`src/rtl/core/bpb_pkg.sv`:
```
// Shared types and constants of the branch predictor with target buffer.
`default_nettype none
package bpb_pkg;

	localparam int PC_W           = 32;
	localparam int TAG_W          = 21;
	localparam int CNT_W          = 32;
	localparam int MODE_W         = 2;
	localparam int STATE_W        = 2;
	localparam int IDX_MAX_W      = 16;
	localparam int TABLE_ENTRIES_DEF = 1024;
	localparam int QUEUE_DEPTH    = 2;

	// predictor modes
	localparam logic [MODE_W-1:0] MODE_TAKEN     = 2'd0;
	localparam logic [MODE_W-1:0] MODE_NOT_TAKEN = 2'd1;
	localparam logic [MODE_W-1:0] MODE_ONE_BIT   = 2'd2;
	localparam logic [MODE_W-1:0] MODE_COUNTER   = 2'd3;

	// predictor state codes
	localparam logic [STATE_W-1:0] CTR_MIN  = 2'd0;
	localparam logic [STATE_W-1:0] CTR_NEW  = 2'd1;
	localparam logic [STATE_W-1:0] CTR_WEAK = 2'd2;
	localparam logic [STATE_W-1:0] CTR_MAX  = 2'd3;

	typedef struct packed {
		logic [IDX_MAX_W-1:0] idx;
		logic [TAG_W-1:0]     tag;
		logic                 taken;
		logic [PC_W-1:0]      target;
	} bpb_item_t;

	typedef struct packed {
		logic clearing;
		logic active;
	} bpb_back_stat_t;

endpackage : bpb_pkg
`default_nettype wire

```
`src/rtl/core/bpb_queue.sv`:
```
// Two-entry queue between the front end and the table back end.
`default_nettype none
module bpb_queue (
	input  wire logic               clk,
	input  wire logic               arst_n,
	input  wire logic               push,
	input  wire bpb_pkg::bpb_item_t push_item,
	input  wire logic               pop,
	output bpb_pkg::bpb_item_t      pop_item,
	output logic                    full,
	output logic                    empty
);
	import bpb_pkg::*;

	localparam int PTR_W = $clog2(QUEUE_DEPTH);

	bpb_item_t        slot_q [QUEUE_DEPTH];
	logic [PTR_W-1:0] wr_ptr_q, rd_ptr_q;
	logic [PTR_W:0]   count_q;

	assign full     = count_q == (PTR_W+1)'(QUEUE_DEPTH);
	assign empty    = count_q == '0;
	assign pop_item = slot_q[rd_ptr_q];

	always_ff @(posedge clk or negedge arst_n) begin
		if (!arst_n) begin
			wr_ptr_q <= '0;
			rd_ptr_q <= '0;
			count_q  <= '0;
		end else begin
			if (push) begin
				wr_ptr_q <= wr_ptr_q + 1'b1;
			end
			if (pop) begin
				rd_ptr_q <= rd_ptr_q + 1'b1;
			end
			if (push && !pop) begin
				count_q <= count_q + 1'b1;
			end else if (pop && !push) begin
				count_q <= count_q - 1'b1;
			end
		end
	end

	always_ff @(posedge clk) begin
		if (push) begin
			slot_q[wr_ptr_q] <= push_item;
		end
	end

endmodule : bpb_queue
`default_nettype wire

```
`config.mk`:
```
export PLATFORM = sky130hd
export DESIGN_NAME = bpb_queue
export DESIGN_NICKNAME = d
export VERILOG_FILES = /design/src/rtl/core/bpb_pkg.sv /design/src/rtl/core/bpb_queue.sv
export SDC_FILE = /design/constraint.sdc
export NUM_CORES = 1
export LEC_CHECK = 0
export BUFFER_PORTS_ARGS = -buffer_cell sky130_fd_sc_hd__buf_2
export CORE_UTILIZATION = 56
export CTS_CLUSTER_DIAMETER = 30
export DETAILED_ROUTE_END_ITERATION = 16
export PLACE_DENSITY = 0.84
export SLEW_MARGIN = 0
export SYNTH_ARGS = -nofsm -noshare
export SYNTH_HDL_FRONTEND = slang
export SYNTH_SLANG_ARGS = --single-unit
```
`constraint.sdc`:
```
create_clock -name clk -period 6.35 [get_ports clk]
set_input_delay 1.27 -clock clk [delete_from_list [all_inputs] [get_ports clk]]
set_output_delay 1.27 -clock clk [all_outputs]
set_load 0.005 [all_outputs]
```
==> results.ini <==
[power_and_ir_drop]
swShare=0.244
finalPower_mw=3.25
p_comb_frac=0.251
power.share.sequential=0.421
pwr_density_cell_nw_per_um2=465
ir_worst_vdd_v=0.000343
intPower_mw=2.46
power_switching_uw=793
power_leakage_nw=2.87
p_clk_frac=0.328

[clock_tree]
clock_sinks=144
cts_root_buffer=clkbuf_8
ctsHtreeMaxLevel=4
cts_resized=0
clkLatencyLatePin_ps=510
cts_inserted_buffers=17
cts_tree=done
postCtsSetupRepairBufs=0
clock_path_buffers=2
hold_buffers=0
clk_pin_slew_worst_paths_ps=60

[drt]
drtIter0Drc=129
num_vias=2651
wirelength_mm=9.02
route.detailed.drc=0
routedWlPerCell_um=16.8
vias_per_cell=4.93
first_pass_iters=4
postRouteAntennaNets=0

[critical_path]
reg2regPathDepth=2
crit_end=pop_item[49]
reg2reg_from=wr_ptr_q
r2r_end=slot_q[0][6]
worstPathMaxFanout=45
worstSetupEndpointType=primary output
rrSetupSlack_ps=4460
startpoint=rd_ptr_q
cp.required_ps=5080
crit_path_start_kind=flip-flop
cp_data_arrival_time_ps=2560
worst-setup-path-type=flip-flop to primary output

[floorplanning]
dieArea_sq_um=10400
start_util=0.574
die_x_um=102
num_io_pins=146
die_h_um=102
core_sq_um=9730
rows=36

[timing]
fin_crit_ps=3830
setup_violations=0
hold_violations=0
hold_ws_ps=509
relSlewSlack=0.375
worstMarginPinSlew_ps=937
rsz0062_at_grt=false
finalCritPeriodShare=0.604
drv_slew=0
clock.fmax_mhz=261
skew_ps=5.99
finalSetupTns_ps=0
layout_setup_ws_ps=2520

[layout]
nets=467
area_growth_pct=25.3
num_antenna_cells=0
num-fill-cells=641
drive_gt1_frac=0.612

[worst_hold_path]
min_from=count_q[1]
hp-class=flip-flop to flip-flop
whs_path_depth=1

[placement]
port_buffers=145
pre_cts_slack_ps=3000
place.gp.congestion=0.645
place_hpwl_mm=5.62

[logic_synthesis]
ys_types=13
netlist_area_sq_um=5590
synth_seq_cells=144
syn_nets=309
syn-mean-instance-area_sq_um=23.9
ys_warn_count=0
synthCells=234
yosysSeqAreaShare=0.770

[grt]
grt_overflow=0
grt_pass1_vias=2672
antenna_found_initial=0
grt_max_degree=71
track_usage=0.177
grt_pass1_wl_mm=13.1

[status]
status=completed

[job]
drv_cap=0

-- cell type report --
class,count,area (sq um),share of cell area
Sequential cell,144,4310,0.615
Multi-Input combinational cell,81,1140,0.163
Timing Repair Buffer,147,741,0.106
Clock buffer,21,429,0.0613
Clock inverter,11,213,0.0304
Tap cell,133,166,0.0238
Inverter,1,3.75,0.000536
-- power groups by stage --
stage | combinational (mW) | clock (mW) | sequential [mW]
after global placement | 0.818 | 0 | 1.37
after CTS | 0.834 | 1.09 | 1.37
after floorplan | 0.676 | 0 | 1.33
after global routing | 0.882 | 1.13 | 1.39
final | 0.816 | 1.07 | 1.37
after detailed placement | 0.831 | 0 | 1.39
-- cell usage in the layout, fill, tap and decap left out, types with 2 or more instances in the layout --
cell,Yosys,routed
buf_2,0,145
dfrtp_1,4,3
nor2_1,2,2
clkinvlp_4,0,3
xor2_1,4,4
buf_4,0,2
edfxtp_1,140,140
clkbuf_1,0,4
clkinv_2,0,2
mux2_4,69,69
bufinv_16,0,6
clkbuf_16,0,16
-- state kept, by name, summed over array words and instances (netlist names) --
signal / cells
slot_q: 140
count_q: 2
rd_ptr_q: 1
wr_ptr_q: 1
-- per-stage QoR --
step | cells | util | area [sq um]
detailed placement | 506 | 0.654 | 6360
finish | 538 | 0.720 | 7000
global route | 538 | 0.720 | 7000
global placement | 506 | 0.654 | 6360
floorplan | 234 | - | 5590
CTS | 538 | 0.720 | 7000
-- metal layers --
| metal | wire length (um) | part of all wire | track usage |
|---|---|---|---|
| met4 | 106 | 0.012 | 0.0692 |
| met2 | 4770 | 0.53 | 0.298 |
| met1 | 3670 | 0.41 | 0.207 |
| met3 | 472 | 0.052 | 0.0691 |
| met5 | 0 | 0 | 0 |
-- worst min path at each step --
| stage | end | slack (ps) |
|---|---|---|
| 2_1_floorplan | wr_ptr_q | 460 |
| 5_1_grt | count_q[1] | 510 |
| 3_5_place_dp | count_q[1] | 500 |
| 6_report | count_q[1] | 510 |
| 4_1_cts | count_q[1] | 510 |
| 3_3_place_gp | count_q[1] | 470 |
-- cell families (layout without fill, tap and decap cells) --
| kind of cell | Yosys count | count (layout) | share of synthesized area |
|---|---|---|---|
| XOR/XNOR | 5 | 5 | 0.00783 |
| adder cells (fa/ha/maj) | 1 | 1 | 0.00224 |
| buffers and inverters | 9 | 180 | 0.0278 |
| flip-flops | 144 | 144 | 0.770 |
| multiplexers | 70 | 70 | 0.187 |
| AND/OR/NAND/NOR | 5 | 5 | 0.00470 |
-- synth_stat cells --
cell,count,share of area
mux2_4,69,0.19
dfrtp_1,4,0.018
xor2_1,4,0.0063
and2_1,1,0.0011
buf_12,7,0.025
nor2_1,2,0.0013
mux2_2,1,0.0020
inv_1,1,0.00067
xnor2_1,1,0.0016
ha_1,1,0.0022
buf_6,1,0.0020
nor2b_1,2,0.0022
edfxtp_1,140,0.75
-- worst max-delay path, cell delays in order, from the launching register on --
cell and delay, ps:
dfrtp_4 770, buf_4 750, mux2_2 410, buf_2 120
Note: power is estimated with default switching activity, not from simulation.
