==> src/rtl/core/bpb_pkg.sv <==
// Shared types and constants of the branch predictor with target buffer.
`default_nettype none
package bpb_pkg;

	localparam int PC_W           = 32;
	localparam int TAG_W          = 21;
	localparam int CNT_W          = 32;
	localparam int MODE_W         = 2;
	localparam int STATE_W        = 2;
	localparam int IDX_MAX_W      = 16;
	localparam int TABLE_ENTRIES_DEF = 1024;
	localparam int QUEUE_DEPTH    = 2;

	// predictor modes
	localparam logic [MODE_W-1:0] MODE_TAKEN     = 2'd0;
	localparam logic [MODE_W-1:0] MODE_NOT_TAKEN = 2'd1;
	localparam logic [MODE_W-1:0] MODE_ONE_BIT   = 2'd2;
	localparam logic [MODE_W-1:0] MODE_COUNTER   = 2'd3;

	// predictor state codes
	localparam logic [STATE_W-1:0] CTR_MIN  = 2'd0;
	localparam logic [STATE_W-1:0] CTR_NEW  = 2'd1;
	localparam logic [STATE_W-1:0] CTR_WEAK = 2'd2;
	localparam logic [STATE_W-1:0] CTR_MAX  = 2'd3;

	typedef struct packed {
		logic [IDX_MAX_W-1:0] idx;
		logic [TAG_W-1:0]     tag;
		logic                 taken;
		logic [PC_W-1:0]      target;
	} bpb_item_t;

	typedef struct packed {
		logic clearing;
		logic active;
	} bpb_back_stat_t;

endpackage : bpb_pkg
`default_nettype wire

==> src/rtl/core/bpb_front.sv <==
// Front end: takes a branch beat, decides the outcome and splits the address.
`default_nettype none
module bpb_front #(
	parameter int TABLE_ENTRIES = bpb_pkg::TABLE_ENTRIES_DEF
) (
	input  wire logic                    clk,
	input  wire logic                    arst_n,
	input  wire logic                    accept,
	input  wire logic [bpb_pkg::PC_W-1:0] branch_pc,
	input  wire logic [bpb_pkg::PC_W-1:0] following_pc,
	input  wire logic                    q_full,
	output logic                         push,
	output bpb_pkg::bpb_item_t           push_item,
	output logic                         active
);
	import bpb_pkg::*;

	localparam int IDX_W = $clog2(TABLE_ENTRIES);
	localparam int SHIFT = 31 + IDX_W;
	localparam logic [63:0] RECIP_WIDE = (64'd1 << SHIFT) / 64'(TABLE_ENTRIES);
	localparam logic [31:0] RECIP = RECIP_WIDE[31:0];
	localparam logic [30:0] ENTRIES_W = 31'(TABLE_ENTRIES);

	logic            valid_s1, valid_s2, valid_s3;
	logic [30:0]     half_s1, half_s2, half_s3;
	logic [PC_W-1:0] nxt_s1, nxt_s2, nxt_s3;
	logic            taken_s1, taken_s2, taken_s3;
	logic [62:0]     prod_s2;
	logic [30:0]     qe_s3, qn_s3;
	logic [30:0]     qe_c, rem_c, quo_c, idx_c;
	logic            fix_c;
	logic            advance;

	assign advance = !(valid_s3 && q_full);
	assign push    = valid_s3 && !q_full;
	assign active  = valid_s1 || valid_s2 || valid_s3;

	// quotient estimate from the reciprocal is low by at most one
	assign qe_c  = 31'(prod_s2 >> SHIFT);
	assign rem_c = half_s3 - qn_s3;
	assign fix_c = rem_c >= ENTRIES_W;
	assign quo_c = qe_s3 + 31'(fix_c);
	assign idx_c = fix_c ? rem_c - ENTRIES_W : rem_c;

	always_comb begin
		push_item        = '0;
		push_item.idx    = IDX_MAX_W'(idx_c[IDX_W-1:0]);
		push_item.tag    = quo_c[TAG_W-1:0];
		push_item.taken  = taken_s3;
		push_item.target = nxt_s3;
	end

	always_ff @(posedge clk or negedge arst_n) begin
		if (!arst_n) begin
			valid_s1 <= 1'b0;
			valid_s2 <= 1'b0;
			valid_s3 <= 1'b0;
		end else begin
			if (accept) begin
				valid_s1 <= 1'b1;
			end else if (advance) begin
				valid_s1 <= 1'b0;
			end
			if (advance) begin
				valid_s2 <= valid_s1;
				valid_s3 <= valid_s2;
			end
		end
	end

	always_ff @(posedge clk) begin
		if (accept) begin
			half_s1  <= branch_pc[PC_W-1:1];
			nxt_s1   <= following_pc;
			taken_s1 <= following_pc != (branch_pc + PC_W'(4));
		end
		if (advance) begin
			half_s2  <= half_s1;
			nxt_s2   <= nxt_s1;
			taken_s2 <= taken_s1;
			prod_s2  <= 63'(half_s1) * 63'(RECIP);
			half_s3  <= half_s2;
			nxt_s3   <= nxt_s2;
			taken_s3 <= taken_s2;
			qe_s3    <= qe_c;
			qn_s3    <= 31'(qe_c * ENTRIES_W);
		end
	end

endmodule : bpb_front
`default_nettype wire

==> config.mk <==
export PLATFORM = sky130hd
export DESIGN_NAME = bpb_front
export DESIGN_NICKNAME = d
export VERILOG_FILES = /design/src/rtl/core/bpb_pkg.sv /design/src/rtl/core/bpb_front.sv
export SDC_FILE = /design/constraint.sdc
export NUM_CORES = 1
export LEC_CHECK = 0
export BUFFER_PORTS_ARGS = -buffer_cell sky130_fd_sc_hd__buf_2
export CAP_MARGIN = 5
export CORE_MARGIN = 4
export CORE_UTILIZATION = 55
export CTS_CLUSTER_SIZE = 8
export DETAILED_ROUTE_END_ITERATION = 6
export GPL_TIMING_DRIVEN = 0
export PLACE_DENSITY = 0.8
export SETUP_SLACK_MARGIN = 0.15
export SLEW_MARGIN = 40
export SYNTH_ARGS = -nofsm -noshare
export SYNTH_HDL_FRONTEND = slang
export SYNTH_SLANG_ARGS = --single-unit
==> constraint.sdc <==
create_clock -name clk -period 11.7 [get_ports clk]
set_input_delay 0.585 -clock clk [delete_from_list [all_inputs] [get_ports clk]]
set_output_delay 0.585 -clock clk [all_outputs]
set_load 0.01 [all_outputs]
==> report_table.html <==
<table>
<tr><th>Metric</th><th>Value</th></tr>
<tr><th colspan="2">Run status</th></tr>
<tr><td>Outcome</td><td>completed</td></tr>
<tr><th colspan="2">Setup path</th></tr>
<tr><td>Number of buffer and inverter instances along the worst setup path</td><td>1</td></tr>
<tr><td>Required @ worst endpoint</td><td>11.85 ns</td></tr>
<tr><td>Ordered cell list for the critical path</td><td>buf_2, ha_1, nand4_1, nor4_1, mux2i_1, nor3_1, o21ai_0, nor4b_1, nand4_1</td></tr>
<tr><td>Logic depth of the worst setup path including buffers</td><td>9</td></tr>
<tr><td>Critical Path Source Type</td><td>primary input</td></tr>
<tr><td>Largest stage delay, worst path</td><td>0.72 ns</td></tr>
<tr><td>Critical-path maximum fanout</td><td>5</td></tr>
<tr><td>Worst EP arrival</td><td>3.04 ns</td></tr>
<tr><td>Setup CP Type</td><td>primary input to register</td></tr>
<tr><td>Most repeated library cell on the critical path</td><td>sky130_fd_sc_hd__nand4_1</td></tr>
<tr><td>Worst R2R Path Depth</td><td>4</td></tr>
<tr><td>Sort of element at the end of the critical path</td><td>register</td></tr>
<tr><td>Top cell family by delay on the critical path</td><td>simple AND/OR/NAND/NOR gates</td></tr>
<tr><td>Cell with the biggest individual delay on the critical path</td><td>sky130_fd_sc_hd__nor4_1</td></tr>
<tr><th colspan="2">Detailed routing</th></tr>
<tr><td>Post-detailed-route via-to-cell ratio</td><td>5.10</td></tr>
<tr><td>Average wire per cell in the routed design</td><td>16.9 µm</td></tr>
<tr><td>DR DRC count</td><td>0</td></tr>
<tr><td>Iter 0 DRT Violations</td><td>242</td></tr>
<tr><td>Aggregate routed wire length</td><td>11.9 mm</td></tr>
<tr><td>Remaining number of nets flagged by the antenna check after routing</td><td>0</td></tr>
<tr><td>Number of optimization iterations in the first detailed-route pass</td><td>5</td></tr>
<tr><td>Total number of vias</td><td>3585</td></tr>
<tr><th colspan="2">Clock tree</th></tr>
<tr><td>Clock tree from TritonCTS</td><td>done</td></tr>
<tr><td>Worst-case clock buffer depth</td><td>2</td></tr>
<tr><td>Number of clock buffers inserted by TritonCTS</td><td>17</td></tr>
<tr><td>Clk pin slew, worst setup/hold paths</td><td>0.07 ns</td></tr>
<tr><td>Number of gates given a new drive strength after cts</td><td>0</td></tr>
<tr><td>Clk sinks</td><td>195</td></tr>
<tr><td>Count of H-tree levels built during CTS</td><td>4</td></tr>
<tr><td>Clock tree root driver cell</td><td>sky130_fd_sc_hd__clkbuf_16</td></tr>
<tr><td>Clk Latency, worst-skew pair</td><td>0.42 ns</td></tr>
<tr><th colspan="2">Yosys</th></tr>
<tr><td>EDFF count, synth</td><td>192</td></tr>
<tr><td>Leading register cell type out of synthesis</td><td>sky130_fd_sc_hd__edfxtp_1</td></tr>
<tr><td>Synthesis Warnings</td><td>0</td></tr>
<tr><td>Synth Area per Inst</td><td>19.3 µm²</td></tr>
<tr><td>Proportion of synthesized flip-flops having asynchronous set or reset</td><td>1.54%</td></tr>
<tr><td>Post-synthesis cell count</td><td>361</td></tr>
<tr><td>Flip-flop and latch count after synthesis</td><td>195</td></tr>
<tr><td>Proportion of synthesized chip area in sequential cells</td><td>83.8%</td></tr>
<tr><td>Area of the mapped netlist</td><td>6970 µm²</td></tr>
<tr><td>Unique cell type count in the Yosys netlist</td><td>42</td></tr>
<tr><th colspan="2">Hold path</th></tr>
<tr><td>Kind of path behind the tightest hold check</td><td>primary input to register</td></tr>
<tr><td>Hold Path Stages</td><td>1</td></tr>
<tr><th colspan="2">Final layout</th></tr>
<tr><td>Number of filler cells placed in the layout</td><td>813</td></tr>
<tr><td>Count of non-filler cells in the finished layout</td><td>703</td></tr>
<tr><td>Total number of nets in the final design</td><td>591</td></tr>
<tr><td>Design area</td><td>8540 µm²</td></tr>
<tr><td>Total inserted antenna cells</td><td>0</td></tr>
<tr><td>Share of cells above drive strength 1</td><td>34.8%</td></tr>
<tr><td>Syn-to-layout area delta</td><td>22.5%</td></tr>
<tr><td>Post-layout util</td><td>69.9%</td></tr>
<tr><th colspan="2">Global route</th></tr>
<tr><td>Vias in the first global route</td><td>3596</td></tr>
<tr><td>Pin count of the biggest net entering global routing</td><td>66</td></tr>
<tr><td>Global-route wire length before repair</td><td>18.5 mm</td></tr>
<tr><td>Overflow after GRT</td><td>0</td></tr>
<tr><td>Initial antenna violation count</td><td>0</td></tr>
<tr><td>Tot GR Track Use</td><td>17.1%</td></tr>
<tr><th colspan="2">STA</th></tr>
<tr><td>Setup repair after global routing missed its margin</td><td>no</td></tr>
<tr><td>Max-slew violation total from the final report</td><td>0</td></tr>
<tr><td>Post-route clock skew</td><td>0.00699 ns</td></tr>
<tr><td>Max-Slew Margin vs Limit</td><td>42.3%</td></tr>
<tr><td>Total negative setup slack</td><td>0 ns</td></tr>
<tr><td>Final hold viol count</td><td>0</td></tr>
<tr><td>Setup Viol. Count Final</td><td>0</td></tr>
<tr><td>Tightest Pin Transition</td><td>0.858 ns</td></tr>
<tr><td>Final critical delay including setup and external delays</td><td>2.89 ns</td></tr>
<tr><td>Achievable clock frequency</td><td>0.347 GHz</td></tr>
<tr><td>Post-Route Hold Slack</td><td>0.359 ns</td></tr>
<tr><td>Post-route clock period utilization</td><td>24.7%</td></tr>
<tr><th colspan="2">Placement</th></tr>
<tr><td>Total of buffers placed on input and output ports</td><td>133</td></tr>
<tr><td>Number of instances in the placed design</td><td>670</td></tr>
<tr><td>Total cell area at the placement stage</td><td>7950 µm²</td></tr>
<tr><td>RePlAce Congestion</td><td>0.869</td></tr>
<tr><td>Placed wire-length estimate after detailed placement</td><td>8.53 mm</td></tr>
<tr><th colspan="2">Floorplanning</th></tr>
<tr><td>Count of boundary I/O pins</td><td>140</td></tr>
<tr><td>Die height</td><td>121 µm</td></tr>
<tr><td>Horizontal die dimension</td><td>121 µm</td></tr>
<tr><td>Number of rows in the core area</td><td>40</td></tr>
<tr><td>Starting density of the core</td><td>57.1%</td></tr>
<tr><td>Total die area</td><td>14500 µm²</td></tr>
<tr><td>Core Footprint</td><td>12200 µm²</td></tr>
<tr><th colspan="2">Run</th></tr>
<tr><td>Max-cap violations</td><td>0</td></tr>
<tr><th colspan="2">Power and ir drop</th></tr>
<tr><td>Peak supply drop</td><td>0.102 mV</td></tr>
<tr><td>Total power divided by cell area</td><td>182 nW/µm²</td></tr>
<tr><td>Static Leak</td><td>3.19 nW</td></tr>
</table>
==> path summary, 6_finish.rpt <==
check	start	endpoint	slack (ns)
worst max-delay path	branch_pc[2]	taken_s1	8.81
worst max register to register	valid_s3	half_s2[16]	9.85
worst min register to register	nxt_s2[3]	nxt_s3[3]	0.41
max in group asynchronous	arst_n	valid_s2	11.10
worst min-delay path	following_pc[7]	nxt_s1[7]	0.36
min in group asynchronous	arst_n	valid_s1	0.49
==> cells in the mapped netlist, drive strengths merged, types with 2 or more instances <==
library cell,instances,area (µm²)
nand2b,2,12.5
nand3,11,60.1
nand4,15,93.8
xor2,18,158
nor2,12,45.0
nor4,6,37.5
or4,3,26.3
and3,5,32.5
xnor2,26,228
dfrtp,3,75.1
edfxtp,192,5770
buf,7,52.6
a21oi,5,25.0
and2,3,18.8
o21ai,2,10.0
mux2,3,33.8
mux2i,3,30.0
or3,2,17.5
nor3,9,45.0
nand2,11,41.3
nor2b,2,12.5
inv,5,18.8
==> stage by stage <==
stage	setup WS [ns]	total power, W
5_1_grt	8.75	0.00161
2_1_floorplan	7.74	0.000950
6_report	8.81	0.00155
3_5_place_dp	8.45	0.00102
3_3_place_gp	6.78	0.00101
4_1_cts	8.91	0.00157
==> state kept, by name (all words and copies together) (netlist names) <==
register,flops
taken_s1,1
nxt_s3,32
taken_s3,1
half_s1,31
nxt_s2,32
valid_s1,1
nxt_s1,32
valid_s3,1
half_s3,31
taken_s2,1
half_s2,31
valid_s2,1
==> where the power goes <==
part / switching (W) / leakage (nW) / total, W / internal [W]
Clock: 0.000249 / 0.277 / 0.000548 / 0.000299
Sequential: 0.0000170 / 1.94 / 0.000874 / 0.000857
Combinational: 0.0000785 / 0.976 / 0.000127 / 0.0000488
==> logic make-up after synthesis <==
| kind of cell | Yosys count | share of synthesized area [%] |
|---|---|---|
| flops | 195 | 83.8 |
| simple gates | 87 | 7.11 |
| xor+xnor | 44 | 5.53 |
| compound gates | 15 | 1.42 |
| buf+inv | 12 | 1.02 |
| mux | 6 | 0.915 |
| fa+ha+maj | 1 | 0.179 |
| other cells | 1 | 0.0538 |
==> layout by cell type (no fill, tap or decap), types with 3 or more instances in the layout <==
| master | count |
|---|---|
| sky130_fd_sc_hd__nand3_1 | 10 |
| sky130_fd_sc_hd__and3_1 | 4 |
| sky130_fd_sc_hd__clkinv_4 | 6 |
| sky130_fd_sc_hd__mux2i_1 | 3 |
| sky130_fd_sc_hd__nor3_1 | 9 |
| sky130_fd_sc_hd__xor2_1 | 18 |
| sky130_fd_sc_hd__dfrtp_1 | 3 |
| sky130_fd_sc_hd__nor2_1 | 12 |
| sky130_fd_sc_hd__clkbuf_16 | 17 |
| sky130_fd_sc_hd__buf_2 | 132 |
| sky130_fd_sc_hd__nor4_1 | 5 |
| sky130_fd_sc_hd__nand4_1 | 15 |
| sky130_fd_sc_hd__conb_1 | 6 |
| sky130_fd_sc_hd__and2_1 | 3 |
| sky130_fd_sc_hd__xnor2_1 | 26 |
| sky130_fd_sc_hd__buf_4 | 7 |
| sky130_fd_sc_hd__mux2_2 | 3 |
| sky130_fd_sc_hd__edfxtp_1 | 192 |
| sky130_fd_sc_hd__a21oi_1 | 5 |
| sky130_fd_sc_hd__nand2_1 | 10 |
| sky130_fd_sc_hd__inv_1 | 5 |
| sky130_fd_sc_hd__inv_6 | 4 |
==> timing repair <==
| item | CTS | global route |
|---|---|---|
| buffers inserted | 0 | 0 |
| hold buffers | 1 | 0 |
| endpoints found under the hold margin | 3 | 0 |
==> routing by layer <==
layer / wire, µm / vias to the layer above / track usage [%]
li1: - / 1724 / -
met1: 4670 / 1708 / 20.4
met3: 906 / 23 / 5.75
met4: 314 / 0 / 8.99
met2: 5970 / 130 / 27.8
met5: 0 / - / 0
==> area by class of cell <==
type / count / area, µm² / share of cell area, %
Tap cell: 168 / 210 / 2.46
Clock buffer: 17 / 425 / 4.98
Sequential cell: 195 / 5840 / 68.4
Multi-Input combinational cell: 159 / 1090 / 12.8
Timing Repair Buffer: 137 / 749 / 8.78
Buffer: 7 / 52.6 / 0.615
Clock inverter: 15 / 149 / 1.74
Inverter: 5 / 18.8 / 0.220
Power figures use the tool's default switching activity.
